===== src/design/bpc_pkg.sv =====
// Shared types and constants for the button press classifier.
package bpc_pkg;

  localparam int unsigned FIELD_W         = 5;
  localparam int unsigned CFG_W           = 16;
  localparam int unsigned CFG_IDX_W       = 2;
  localparam int unsigned NUM_BUTTONS_DEF = 5;
  localparam int unsigned COUNT_WIDTH_DEF = 16;

  localparam int unsigned DOWN_BTN = 0;
  localparam int unsigned UP_BTN   = 1;
  localparam int unsigned BAND_BTN = 4;

  localparam logic [CFG_IDX_W-1:0] CFG_DEBOUNCE  = 2'd0;
  localparam logic [CFG_IDX_W-1:0] CFG_SHORT_MAX = 2'd1;
  localparam logic [CFG_IDX_W-1:0] CFG_LONG      = 2'd2;
  localparam logic [CFG_IDX_W-1:0] CFG_LOCK      = 2'd3;

  localparam logic [CFG_W-1:0] DEBOUNCE_RST  = 16'd5;
  localparam logic [CFG_W-1:0] SHORT_MAX_RST = 16'd50;
  localparam logic [CFG_W-1:0] LONG_RST      = 16'd100;
  localparam logic [CFG_W-1:0] LOCK_RST      = 16'd100;

  typedef struct packed {
    logic [CFG_W-1:0] debounce_ticks;
    logic [CFG_W-1:0] short_max_ticks;
    logic [CFG_W-1:0] long_ticks;
    logic [CFG_W-1:0] lock_ticks;
  } cfg_t;

  typedef struct packed {
    logic short_hit;
    logic long_hit;
    logic pressed;
  } lane_res_t;

endpackage


===== src/design/bpc_lane.sv =====
// Per-button lane: debounce, hold timing and short/long press detection.
module bpc_lane #(
  parameter int unsigned COUNT_WIDTH = 16
) (
  input  logic               clk_i,
  input  logic               rst_ni,
  input  logic               accept_i,
  input  logic               raw_i,
  input  bpc_pkg::cfg_t      cfg_i,
  output bpc_pkg::lane_res_t res_o
);
  import bpc_pkg::*;

  localparam int unsigned CMP_W = (COUNT_WIDTH > CFG_W) ? COUNT_WIDTH : CFG_W;
  localparam logic [COUNT_WIDTH-1:0] CNT_MAX = {COUNT_WIDTH{1'b1}};

  logic                   stable_q, stable_d;
  logic                   prev_q, prev_d;
  logic                   handled_q, handled_d;
  logic [COUNT_WIDTH-1:0] mis_q, mis_d;
  logic [COUNT_WIDTH-1:0] hold_q, hold_d;

  logic [COUNT_WIDTH-1:0] mis_inc;
  logic [COUNT_WIDTH-1:0] hold_base;
  logic                   handled_base;
  logic                   change;
  logic                   long_hit;
  logic                   short_hit;
  logic [CMP_W-1:0]       hold_x;
  logic [CMP_W-1:0]       deb_x;

  assign deb_x   = CMP_W'(cfg_i.debounce_ticks);
  assign mis_inc = (mis_q == CNT_MAX) ? mis_q : mis_q + 1'b1;
  assign change  = (raw_i != stable_q) && (CMP_W'(mis_inc) >= deb_x);

  always_comb begin
    stable_d     = stable_q;
    prev_d       = prev_q;
    hold_base    = hold_q;
    handled_base = handled_q;
    if (raw_i != stable_q) begin
      mis_d = mis_inc;
      if (change) begin
        prev_d   = stable_q;
        stable_d = raw_i;
        mis_d    = '0;
        if (!raw_i) begin
          hold_base    = '0;
          handled_base = 1'b0;
        end
      end
    end else begin
      mis_d = '0;
    end

    hold_d = hold_base;
    if (!stable_d && hold_base != CNT_MAX) begin
      hold_d = hold_base + 1'b1;
    end
    hold_x = CMP_W'(hold_d);

    long_hit  = !stable_d && !handled_base && (hold_x >= CMP_W'(cfg_i.long_ticks));
    short_hit = !prev_d && stable_d && !handled_base && (hold_x >= deb_x)
                && (hold_x < CMP_W'(cfg_i.short_max_ticks));
    handled_d = handled_base | long_hit | short_hit;
  end

  assign res_o.short_hit = short_hit;
  assign res_o.long_hit  = long_hit;
  assign res_o.pressed   = !stable_d;

  always_ff @(posedge clk_i or negedge rst_ni) begin
    if (!rst_ni) begin
      stable_q  <= 1'b1;
      prev_q    <= 1'b1;
      handled_q <= 1'b0;
      mis_q     <= '0;
      hold_q    <= '0;
    end else if (accept_i) begin
      stable_q  <= stable_d;
      prev_q    <= prev_d;
      handled_q <= handled_d;
      mis_q     <= mis_d;
      hold_q    <= hold_d;
    end
  end

  a_short_not_long: assert property (@(posedge clk_i) disable iff (!rst_ni)
    !(res_o.short_hit && res_o.long_hit))
    else $error("short and long press in the same tick");

  a_short_marks_handled: assert property (@(posedge clk_i) disable iff (!rst_ni)
    accept_i && res_o.short_hit |=> handled_q)
    else $error("short press left the press unhandled");

  a_long_marks_handled: assert property (@(posedge clk_i) disable iff (!rst_ni)
    accept_i && res_o.long_hit |=> handled_q && !stable_q)
    else $error("long press state not recorded");

endmodule


===== src/design/bpc_merge.sv =====
// Merge stage: lock combo, event masking and the output register.
module bpc_merge #(
  parameter int unsigned NUM_BUTTONS = 5,
  parameter int unsigned COUNT_WIDTH = 16
) (
  input  logic                                   clk_i,
  input  logic                                   rst_ni,
  input  logic                                   accept_i,
  input  bpc_pkg::lane_res_t [NUM_BUTTONS-1:0]   lanes_i,
  input  logic [bpc_pkg::CFG_W-1:0]              lock_ticks_i,
  input  logic                                   out_stall_i,
  output logic                                   out_valid_o,
  output logic [bpc_pkg::FIELD_W-1:0]            short_events_o,
  output logic [bpc_pkg::FIELD_W-1:0]            long_events_o,
  output logic                                   lock_toggled_o,
  output logic                                   lock_state_o,
  output logic [bpc_pkg::FIELD_W-1:0]            pressed_levels_o
);
  import bpc_pkg::*;

  localparam int unsigned CMP_W = (COUNT_WIDTH > CFG_W) ? COUNT_WIDTH : CFG_W;
  localparam logic [COUNT_WIDTH-1:0] CNT_MAX = {COUNT_WIDTH{1'b1}};

  logic                   lock_q, lock_d;
  logic                   active_q, active_d;
  logic                   done_q, done_d;
  logic [COUNT_WIDTH-1:0] combo_q, combo_d;
  logic                   toggled;

  logic                   valid_q, valid_d;
  logic [FIELD_W-1:0]     short_q, short_d;
  logic [FIELD_W-1:0]     long_q, long_d;
  logic [FIELD_W-1:0]     pressed_q, pressed_d;
  logic                   toggled_q;

  always_comb begin
    lock_d   = lock_q;
    active_d = active_q;
    done_d   = done_q;
    combo_d  = combo_q;
    toggled  = 1'b0;
    if (lanes_i[DOWN_BTN].pressed && lanes_i[UP_BTN].pressed) begin
      if (!active_q) begin
        active_d = 1'b1;
        combo_d  = '0;
        done_d   = 1'b0;
      end else if (!done_q) begin
        combo_d = (combo_q == CNT_MAX) ? combo_q : combo_q + 1'b1;
        if (CMP_W'(combo_d) >= CMP_W'(lock_ticks_i)) begin
          lock_d  = !lock_q;
          done_d  = 1'b1;
          toggled = 1'b1;
        end
      end
    end else begin
      active_d = 1'b0;
    end
  end

  for (genvar i = 0; i < FIELD_W; i++) begin : g_bits
    if (i < NUM_BUTTONS) begin : g_lane
      assign short_d[i]   = lanes_i[i].short_hit && (!lock_q || (i == BAND_BTN));
      assign long_d[i]    = lanes_i[i].long_hit && !lock_q;
      assign pressed_d[i] = lanes_i[i].pressed;
    end else begin : g_none
      assign short_d[i]   = 1'b0;
      assign long_d[i]    = 1'b0;
      assign pressed_d[i] = 1'b0;
    end
  end

  assign valid_d = accept_i || (valid_q && out_stall_i);

  always_ff @(posedge clk_i or negedge rst_ni) begin
    if (!rst_ni) begin
      lock_q    <= 1'b0;
      active_q  <= 1'b0;
      done_q    <= 1'b0;
      combo_q   <= '0;
      valid_q   <= 1'b0;
      short_q   <= '0;
      long_q    <= '0;
      pressed_q <= '0;
      toggled_q <= 1'b0;
    end else begin
      valid_q <= valid_d;
      if (accept_i) begin
        lock_q    <= lock_d;
        active_q  <= active_d;
        done_q    <= done_d;
        combo_q   <= combo_d;
        short_q   <= short_d;
        long_q    <= long_d;
        pressed_q <= pressed_d;
        toggled_q <= toggled;
      end
    end
  end

  assign out_valid_o      = valid_q;
  assign short_events_o   = short_q;
  assign long_events_o    = long_q;
  assign lock_toggled_o   = toggled_q;
  assign lock_state_o     = lock_q;
  assign pressed_levels_o = pressed_q;

  a_lock_follows_toggle: assert property (@(posedge clk_i) disable iff (!rst_ni)
    accept_i |=> lock_q == ($past(lock_q) ^ toggled_q))
    else $error("lock flag changed without a toggle");

  a_combo_starts_clear: assert property (@(posedge clk_i) disable iff (!rst_ni)
    $rose(active_q) |-> (combo_q == '0) && !done_q)
    else $error("combo started with stale count");

  a_beat_drains: assert property (@(posedge clk_i) disable iff (!rst_ni)
    valid_q && !out_stall_i && !accept_i |=> !valid_q)
    else $error("taken beat still shown as valid");

  a_toggle_needs_combo: assert property (@(posedge clk_i) disable iff (!rst_ni)
    toggled |-> active_q && lanes_i[DOWN_BTN].pressed && lanes_i[UP_BTN].pressed)
    else $error("lock toggled outside a combo");

endmodule


===== src/design/button_press_classifier.sv =====
// Button press classifier top level: config registers, button lanes and merge stage.
//
// Usage:
//   Input channel (in_valid_i / in_stall_o / raw_levels_i): one beat per scan
//   tick, bit i the raw active-low level of button i.
//   Output channel (out_valid_o / out_stall_i / result fields): one beat per
//   input beat, in order: short and long press events, lock toggle, lock
//   state and debounced pressed levels.
//   Config channel (cfg_valid_i / cfg_ready_o / cfg_index_i / cfg_data_i):
//   always ready; index 0 debounce, 1 short max, 2 long, 3 lock ticks.
//   Write only while no beat is in flight.
// Timing:
//   Output valid rises in the cycle after input accept. Throughput is one
//   beat per cycle unless the output stalls: all button lanes and the
//   combo check update in the accept cycle, and a single output register
//   holds the result. When the receiver stalls with a result waiting,
//   in_stall_o rises in the same cycle; the held beat stays put until taken.
// Reset:
//   All buttons read released, counters and lock clear, registers return to
//   5 / 50 / 100 / 100, no output beat pending.
module button_press_classifier #(
  parameter int unsigned NUM_BUTTONS = bpc_pkg::NUM_BUTTONS_DEF,
  parameter int unsigned COUNT_WIDTH = bpc_pkg::COUNT_WIDTH_DEF
) (
  input  logic                            clk_i,
  input  logic                            rst_ni,
  input  logic                            in_valid_i,
  output logic                            in_stall_o,
  input  logic [bpc_pkg::FIELD_W-1:0]     raw_levels_i,
  output logic                            out_valid_o,
  input  logic                            out_stall_i,
  output logic [bpc_pkg::FIELD_W-1:0]     short_events_o,
  output logic [bpc_pkg::FIELD_W-1:0]     long_events_o,
  output logic                            lock_toggled_o,
  output logic                            lock_state_o,
  output logic [bpc_pkg::FIELD_W-1:0]     pressed_levels_o,
  input  logic                            cfg_valid_i,
  output logic                            cfg_ready_o,
  input  logic [bpc_pkg::CFG_IDX_W-1:0]   cfg_index_i,
  input  logic [bpc_pkg::CFG_W-1:0]       cfg_data_i
);
  import bpc_pkg::*;

  cfg_t                         cfg_q;
  logic                         accept;
  logic [NUM_BUTTONS-1:0]       raw;
  lane_res_t [NUM_BUTTONS-1:0]  lanes;

  assign cfg_ready_o = 1'b1;
  assign in_stall_o  = out_valid_o && out_stall_i;
  assign accept      = in_valid_i && !in_stall_o;

  always_ff @(posedge clk_i or negedge rst_ni) begin
    if (!rst_ni) begin
      cfg_q.debounce_ticks  <= DEBOUNCE_RST;
      cfg_q.short_max_ticks <= SHORT_MAX_RST;
      cfg_q.long_ticks      <= LONG_RST;
      cfg_q.lock_ticks      <= LOCK_RST;
    end else if (cfg_valid_i && cfg_ready_o) begin
      unique case (cfg_index_i)
        CFG_DEBOUNCE:  cfg_q.debounce_ticks  <= cfg_data_i;
        CFG_SHORT_MAX: cfg_q.short_max_ticks <= cfg_data_i;
        CFG_LONG:      cfg_q.long_ticks      <= cfg_data_i;
        CFG_LOCK:      cfg_q.lock_ticks      <= cfg_data_i;
        default: ;
      endcase
    end
  end

  for (genvar i = 0; i < NUM_BUTTONS; i++) begin : g_lane
    if (i < FIELD_W) begin : g_in
      assign raw[i] = raw_levels_i[i];
    end else begin : g_zero
      assign raw[i] = 1'b0;
    end

    bpc_lane #(
      .COUNT_WIDTH(COUNT_WIDTH)
    ) u_lane (
      .clk_i   (clk_i),
      .rst_ni  (rst_ni),
      .accept_i(accept),
      .raw_i   (raw[i]),
      .cfg_i   (cfg_q),
      .res_o   (lanes[i])
    );
  end

  bpc_merge #(
    .NUM_BUTTONS(NUM_BUTTONS),
    .COUNT_WIDTH(COUNT_WIDTH)
  ) u_merge (
    .clk_i           (clk_i),
    .rst_ni          (rst_ni),
    .accept_i        (accept),
    .lanes_i         (lanes),
    .lock_ticks_i    (cfg_q.lock_ticks),
    .out_stall_i     (out_stall_i),
    .out_valid_o     (out_valid_o),
    .short_events_o  (short_events_o),
    .long_events_o   (long_events_o),
    .lock_toggled_o  (lock_toggled_o),
    .lock_state_o    (lock_state_o),
    .pressed_levels_o(pressed_levels_o)
  );

endmodule


===== config.mk =====
export PLATFORM = sky130hd
export DESIGN_NAME = button_press_classifier
export DESIGN_NICKNAME = d
export VERILOG_FILES = /design/src/design/bpc_pkg.sv /design/src/design/bpc_lane.sv /design/src/design/bpc_merge.sv /design/src/design/button_press_classifier.sv
export SDC_FILE = /design/constraint.sdc
export NUM_CORES = 1
export LEC_CHECK = 0
export ABC_AREA = 1
export BUFFER_PORTS_ARGS = -buffer_cell sky130_fd_sc_hd__buf_2
export CAP_MARGIN = 10
export CELL_PAD_IN_SITES_DETAIL_PLACEMENT = 1
export CELL_PAD_IN_SITES_GLOBAL_PLACEMENT = 1
export CORE_AREA = 4 4 244 246
export CTS_CLUSTER_DIAMETER = 120
export DETAILED_ROUTE_END_ITERATION = 10
export DIE_AREA = 0 0 248 250
export GPL_ROUTABILITY_DRIVEN = 0
export PLACE_DENSITY = 0.73
export SLEW_MARGIN = 20
export SYNTH_ARGS = -nofsm -noshare
export SYNTH_HDL_FRONTEND = slang
export SYNTH_SLANG_ARGS = --single-unit

===== constraint.sdc =====
create_clock -name clk_i -period 12.12 [get_ports clk_i]
set_input_delay 1.212 -clock clk_i [delete_from_list [all_inputs] [get_ports clk_i]]
set_output_delay 1.212 -clock clk_i [all_outputs]
set_load 0.01 [all_outputs]

Yosys cells after proc, flatten, opt, wreduce, memory -nomap -nowiden:

Index checks and enable logic that the tools add are counted.

* $add $sub $neg: 11
* reduce and logical (&&, ||, !) cells: 78
* order comparisons: 21
* bitwise logic cells: 11
* mux-type cells: 80
* eq/ne operators: 20

Operators with widths (count)
* $mux 16: 38
* $ge 16x16->1: 16
* $add 16x1->16 const B: 11
* $eq 16x16->1 const B: 6
* $lt 16x16->1: 5
* $ne 16x16->1 const B: 5
* $logic_and 1x1->1: 52
* $mux 1: 42
* $logic_not 1->1: 17
* $or 1x1->1: 10
* $reduce_and 2->1: 5
* $ne 1x1->1: 5
* $reduce_and 5->1: 1
* $eq 2x2->1 const B: 2
* $reduce_and 3->1: 1
* $eq 2x1->1 const B: 1
* $logic_not 2->1: 1
* $ne 2x2->1 const B: 1
* $logic_or 1x1->1: 1
* $not 1->1: 1

* word-level logic and storage cells: 259
* input port bits: 28
* register bits after elaboration: 275
* output and inout bits: 20

Longest topological paths before layout:

* depth after elaboration: 13
* gate-level depth with buffers: 55
* gate-level depth less buffers: 55

Modules after synthesis:

From an unflattened synthesis, not the netlist that was laid out.

* cell total of the unflattened synthesis: 3335
* area, all modules: 24166.9 um^2

Modules (own cells, without submodules)
* bpc_lane (g_lane[1].u_lane ...): times used 2, area an instance 3871.2 um^2, cells an instance 542, sequential area each 878.3 um^2
* bpc_lane (g_lane[0].u_lane ...): times used 2, area an instance 3814.9 um^2, cells an instance 546, sequential area each 878.3 um^2
* bpc_lane (g_lane[4].u_lane): times used 1, area an instance 3848.7 um^2, cells an instance 552, sequential area each 878.3 um^2
* button_press_classifier: times used 1, area an instance 2651.3 um^2, cells an instance 291, sequential area each 1615.3 um^2
* bpc_merge: times used 1, area an instance 2294.7 um^2, cells an instance 316, sequential area each 900.9 um^2

Worst setup path before layout:

No wires, ideal clock.

* path type: flip-flop to flip-flop
* start point: reg g_lane[0].u_lane.mis_q[0]
* end point: reg g_lane[0].u_lane.handled_q
* stages on the path, launching flop included: 50
* buffers on the path: 0
* required time: 11999 ps
* setup slack: 6551 ps
* data arrival time: 5448 ps
* path through: dfrtp_1 ha_1 nand3_1 nor2_1 nand2_1 nor2_1 inv_1 nor3_1 inv_1 nor4_1 nor4_1 nand3_1 xor2_1 inv_1 ha_1 nand2_1 nand2_1 nand2_1 (+14 left out) nand2_2 inv_1 nand2_1 xnor2_1 inv_1 ha_1 a21oi_1 o21ai_0 a21o_1 a21oi_1 o21ai_0 a21o_1 a21oi_1 o21ai_0 nand3_1 nand2_1 nor2_1 a21oi_1

* cells in the longest elaborated chain, start to end: 13
* elaborated cells on any way between the ends: 31
* those cells by class: add/sub (2); order compare (4); eq/ne (2); mux (10); bitwise (2); reduce/logical (11)

RTL lines
* start: declaration: RTL line bpc_lane.sv:20 `logic [COUNT_WIDTH-1:0] mis_q, mis_d;`
* start signal: assignment: RTL line bpc_lane.sv:83 `mis_q <= mis_d;`
* $add 16x1->16 or $eq 16x16->1 (tied branches): RTL line bpc_lane.sv:33 `assign mis_inc = (mis_q == CNT_MAX) ? mis_q : mis_q + 1'b1;`
* $mux 16 (*): RTL line bpc_lane.sv:33
* $ge 16x16->1 (*): RTL line bpc_lane.sv:34 `assign change = (raw_i != stable_q) && (CMP_W'(mis_inc) >= deb_x);`
* $logic_and 1x1->1 (*): RTL line bpc_lane.sv:34
* parallel branches: the longest is 4 deep, another holds $add 16x1->16
* $mux 16 (*): RTL line bpc_lane.sv:57 `if (!stable_d && hold_base != CNT_MAX) begin`
* via g_lane[0].u_lane.hold_d[3]: RTL line bpc_lane.sv:21 `logic [COUNT_WIDTH-1:0] hold_q, hold_d;`
* $ge 16x16->1, on equally long branches: RTL line bpc_lane.sv:62, bpc_lane.sv:63
* $logic_and 1x1->1, on equally long branches: RTL line bpc_lane.sv:62, bpc_lane.sv:63
* $or 1x1->1 or $logic_and 1x1->1 (tied branches): RTL line bpc_lane.sv:65, bpc_lane.sv:64
* $or 1x1->1 (*): RTL line bpc_lane.sv:65 `handled_d = handled_base | long_hit | short_hit;`
* end signal: assignment: RTL line bpc_lane.sv:82 `handled_q <= handled_d;`
* end: declaration: RTL line bpc_lane.sv:19 `logic handled_q, handled_d;`

Mark *: on every way through the listed nets, which the timed path passes.
A chain may end at the register's enable or synchronous reset.

Final worst setup path:

Same ends and word-level chain as after synthesis.

==> out/results.txt <==
Number of buffers inserted to repair setup after CTS -> 0
Syn avg cell area -> 7.501 sq um
Maximum clock path buffer count -> 3
Count of port buffers added during placement -> 46
Total of fill cells in the finished design -> 7072
Worst path required time -> 12.56 ns
Cell-internal power -> 2.414 mW
Peak fanout along the critical path -> 19
Part of the cycle the worst path needs -> 60.34%
Final hold violations -> 0
Vias per inst -> 5.427
Synthesized netlist net count -> 3395
Cell at the root of the clock tree -> sky130_fd_sc_hd__clkbuf_16
Setup Viol. Count Final -> 0
Resize count post-CTS -> 0
Number of antenna diodes -> 0
Pleak -> 12.51 nW
First-pass GRT wire length -> 122400 um
Area contributors post-synth -> sky130_fd_sc_hd__dfrtp_1, sky130_fd_sc_hd__ha_1, sky130_fd_sc_hd__nand2_1
Arr. time, crit path -> 7.75 ns
Total DRC errors in the routed layout -> 0
Vias in the first global route -> 22.51k
Power density cells -> 173.6 nW/um^2
Clock latency reported for the late side of the worst-skew pair -> 0.57 ns
Yosys warning total -> 0
Async set-or-reset flop fraction in the synthesized netlist -> 100.0%
Sw Pwr -> 1.925 mW
Clock tree from TritonCTS -> done
Result of the run -> completed
Count of nets after finishing -> 3444
Synthesized area -> 22690 sq um
Fraction of final layout cells sized beyond drive strength 1 -> 8.153%
HPWL Detailed -> 55300 um
Mapped Cells -> 3025
Startpoint-to-endpoint class of the critical path -> reg2reg
Post-Place Setup Slack -> 4.867 ns
Delay of the slowest cell on the worst path -> 0.57 ns
Die extent in y -> 250 um
Count of distinct cell types in the synthesized netlist -> 64
Total number of H-tree levels -> 2
Number of top-level pins -> 48
Peak supply drop -> 0.1031 mV
Total clock sinks -> 275
Summed negative setup slack over all endpoints -> 0 ns
Die ar. -> 62000 sq um
Most Frequent Cell on Critical Path -> sky130_fd_sc_hd__nand2_1
Initial Utilization -> 39.55%
First-pass iteration count of the detailed router -> 5
Synthesis-to-finish area growth -> 10.18%
Share of total power in combinational logic -> 46.6%
Sequential share of power -> 28.8%
Total track usage -> 24.87%
Number of flip-flops and latches in the synthesized netlist -> 275
Total length of routed wires -> 77210 um
Max-Cap Viols -> 0
Post-route setup slack -> 4.807 ns
Width of the die -> 248 um
Rel. slew slack -> 39.04%
Maximum operating frequency -> 0.1367 GHz
Share of the synthesized area in the top cell type -> 28.01%
Dominant register cell in the synthesized netlist -> sky130_fd_sc_hd__dfrtp_1
Maximum number of pins on one net before global-route repair -> 190
Overflow left after global routing -> 0
Cell type contributing the most total cell area after synthesis -> sky130_fd_sc_hd__dfrtp_1
Max-slew violation count -> 0
Clock transition at the registers of the reported paths -> 0.06 ns
Final routed wire length divided by cell count -> 19.96 um
Switching power share of the total -> 44.36%
Hold Buf Count CTS -> 0
Row count -> 88
Antenna violations before repair -> 0
Worst Clk Skew -> 0.03562 ns
Clock Power Share -> 24.6%
List of most frequent post-synthesis cells -> sky130_fd_sc_hd__nand2_1, sky130_fd_sc_hd__inv_1, sky130_fd_sc_hd__ha_1
Placeable core area -> 57370 sq um
Unrepaired setup endpoints after global routing -> false
CP max stage cell -> sky130_fd_sc_hd__nor4_1
Worst-Margin Slew -> 0.9144 ns
Final worst path period need -> 7.313 ns
EDFF count, synth -> 0
Sequential fraction of the synthesis area -> 30.45%
Vias -> 20.99k
Most frequent cell after synthesis -> sky130_fd_sc_hd__nand2_1
Type of the most critical hold path -> reg2reg
Starting DRC count in detailed routing -> 1080
Category of the worst setup path launch point -> flip-flop
Antenna-violating nets left -> 0
CTS buffer count -> 37
Crit end category -> flip-flop
==> critical path: cells and delay by family (launching register included) <==
family | cells | cell delay, ns
simple gates | 26 | 3.36
flops | 1 | 0.36
fa+ha+maj | 4 | 0.99
xor+xnor | 2 | 0.39
buf+inv | 7 | 0.70
compound gates | 10 | 1.34
==> final timing paths <==
path | endpoint | startpoint | depth (start not counted) | slack, ns
setup / recovery | g_lane[0].u_lane.handled_q | g_lane[0].u_lane.mis_q[0] | 49 | 4.81
hold / removal | u_merge.short_events_o[4] | u_merge.short_events_o[4] | 2 | 0.48
setup reg to reg | g_lane[0].u_lane.handled_q | g_lane[0].u_lane.mis_q[0] | 49 | 4.81
hold reg to reg | u_merge.short_events_o[4] | u_merge.short_events_o[4] | 2 | 0.48
max in group asynchronous | g_lane[3].u_lane.hold_q[8] | rst_ni | 3 | 9.31
min in group asynchronous | g_lane[0].u_lane.mis_q[13] | rst_ni | 1 | 0.69
==> cells in the final DEF, fill, tap and decap left out, types with 6 or more instances in the layout <==
master,netlist,final
sky130_fd_sc_hd__clkbuf_16,0,38
sky130_fd_sc_hd__nor3_1,83,83
sky130_fd_sc_hd__ha_1,342,342
sky130_fd_sc_hd__inv_2,13,12
sky130_fd_sc_hd__nor3_2,9,9
sky130_fd_sc_hd__buf_2,3,45
sky130_fd_sc_hd__clkinv_2,0,11
sky130_fd_sc_hd__nor2_1,237,236
sky130_fd_sc_hd__a21oi_1,163,163
sky130_fd_sc_hd__a21o_1,8,8
sky130_fd_sc_hd__inv_1,459,459
sky130_fd_sc_hd__nor2_2,14,14
sky130_fd_sc_hd__nand3_1,82,78
sky130_fd_sc_hd__buf_4,2,20
sky130_fd_sc_hd__a21oi_2,7,6
sky130_fd_sc_hd__nand2_2,19,19
sky130_fd_sc_hd__nor2_4,7,8
sky130_fd_sc_hd__dfstp_2,21,21
sky130_fd_sc_hd__o22ai_1,54,54
sky130_fd_sc_hd__nand3_2,8,12
sky130_fd_sc_hd__dfrtp_1,254,254
sky130_fd_sc_hd__nand4_1,49,49
sky130_fd_sc_hd__clkbuf_1,45,10
sky130_fd_sc_hd__nor4_1,18,18
sky130_fd_sc_hd__o21bai_1,11,11
sky130_fd_sc_hd__a31oi_1,14,14
sky130_fd_sc_hd__nand2_1,647,647
sky130_fd_sc_hd__a211oi_1,20,20
sky130_fd_sc_hd__xor2_1,105,105
sky130_fd_sc_hd__nand2_4,10,10
sky130_fd_sc_hd__xnor2_1,10,10
sky130_fd_sc_hd__o21ai_0,230,230
sky130_fd_sc_hd__o21ai_1,12,12
==> per-layer routing <==
layer	part of all wire (%)	GRT usage, %	vias up
met5	0	0	-
met4	4.4	9.639	0
met3	4.6	3.814	171
met2	47	41.91	405
met1	44	31.96	10298
li1	-	-	10118
==> registers in the layout, summed over array words and instances (netlist names), 16 cells and up <==
name	count
g_lane.u_lane.mis_q	80
u_merge.combo_q	16
g_lane.u_lane.hold_q	80
cfg_q	64
==> through the flow <==
step	utilization, %	instance area [sq um]	total power [mW]	instances	hold slack [ns]
2_1_floorplan	-	22690	2.589	3025	0.4492
3_3_place_gp	41.50	23810	3.102	3800	0.4633
3_5_place_dp	41.50	23810	3.261	3800	0.4675
4_1_cts	43.53	24970	4.368	3868	0.4828
5_1_grt	43.58	25000	4.710	3868	0.5067
6_report	43.58	25000	4.339	3868	0.4777
==> power groups by stage <==
stage	sequential [mW]	clock (mW)	combinational [mW]
4_1_cts	1.25	1.10	2.02
6_report	1.25	1.07	2.02
3_3_place_gp	1.25	0	1.85
2_1_floorplan	1.22	0	1.37
5_1_grt	1.27	1.13	2.30
3_5_place_dp	1.26	0	2.00
==> kinds of logic (layout without fill, tap and decap cells) <==
logic type      Yosys count  in the layout  share of synthesized area [%]
compound gates          555            555                          13.67
xor+xnor                116            116                          4.511
fa+ha+maj               342            342                          18.86
buf+inv                 531            609                          8.994
flops                   275            275                          30.45
mux                       2              2                        0.09925
other cells               1              1                        0.01653
simple gates           1203           1203                          23.40
==> cell type report <==
| class | count | area (sq um) | share of cell area [%] |
|---|---|---|---|
| tap | 765 | 957.2 | 3.829 |
| clock buffer | 53 | 1057 | 4.229 |
| inverter | 474 | 1784 | 7.137 |
| sequential | 275 | 6908 | 27.63 |
| multi-input combinational | 2219 | 13780 | 55.11 |
| clock inverter | 15 | 106.4 | 0.4254 |
| timing repair buffer | 67 | 410.4 | 1.642 |
No activity file was read; power rests on OpenSTA's default activity.
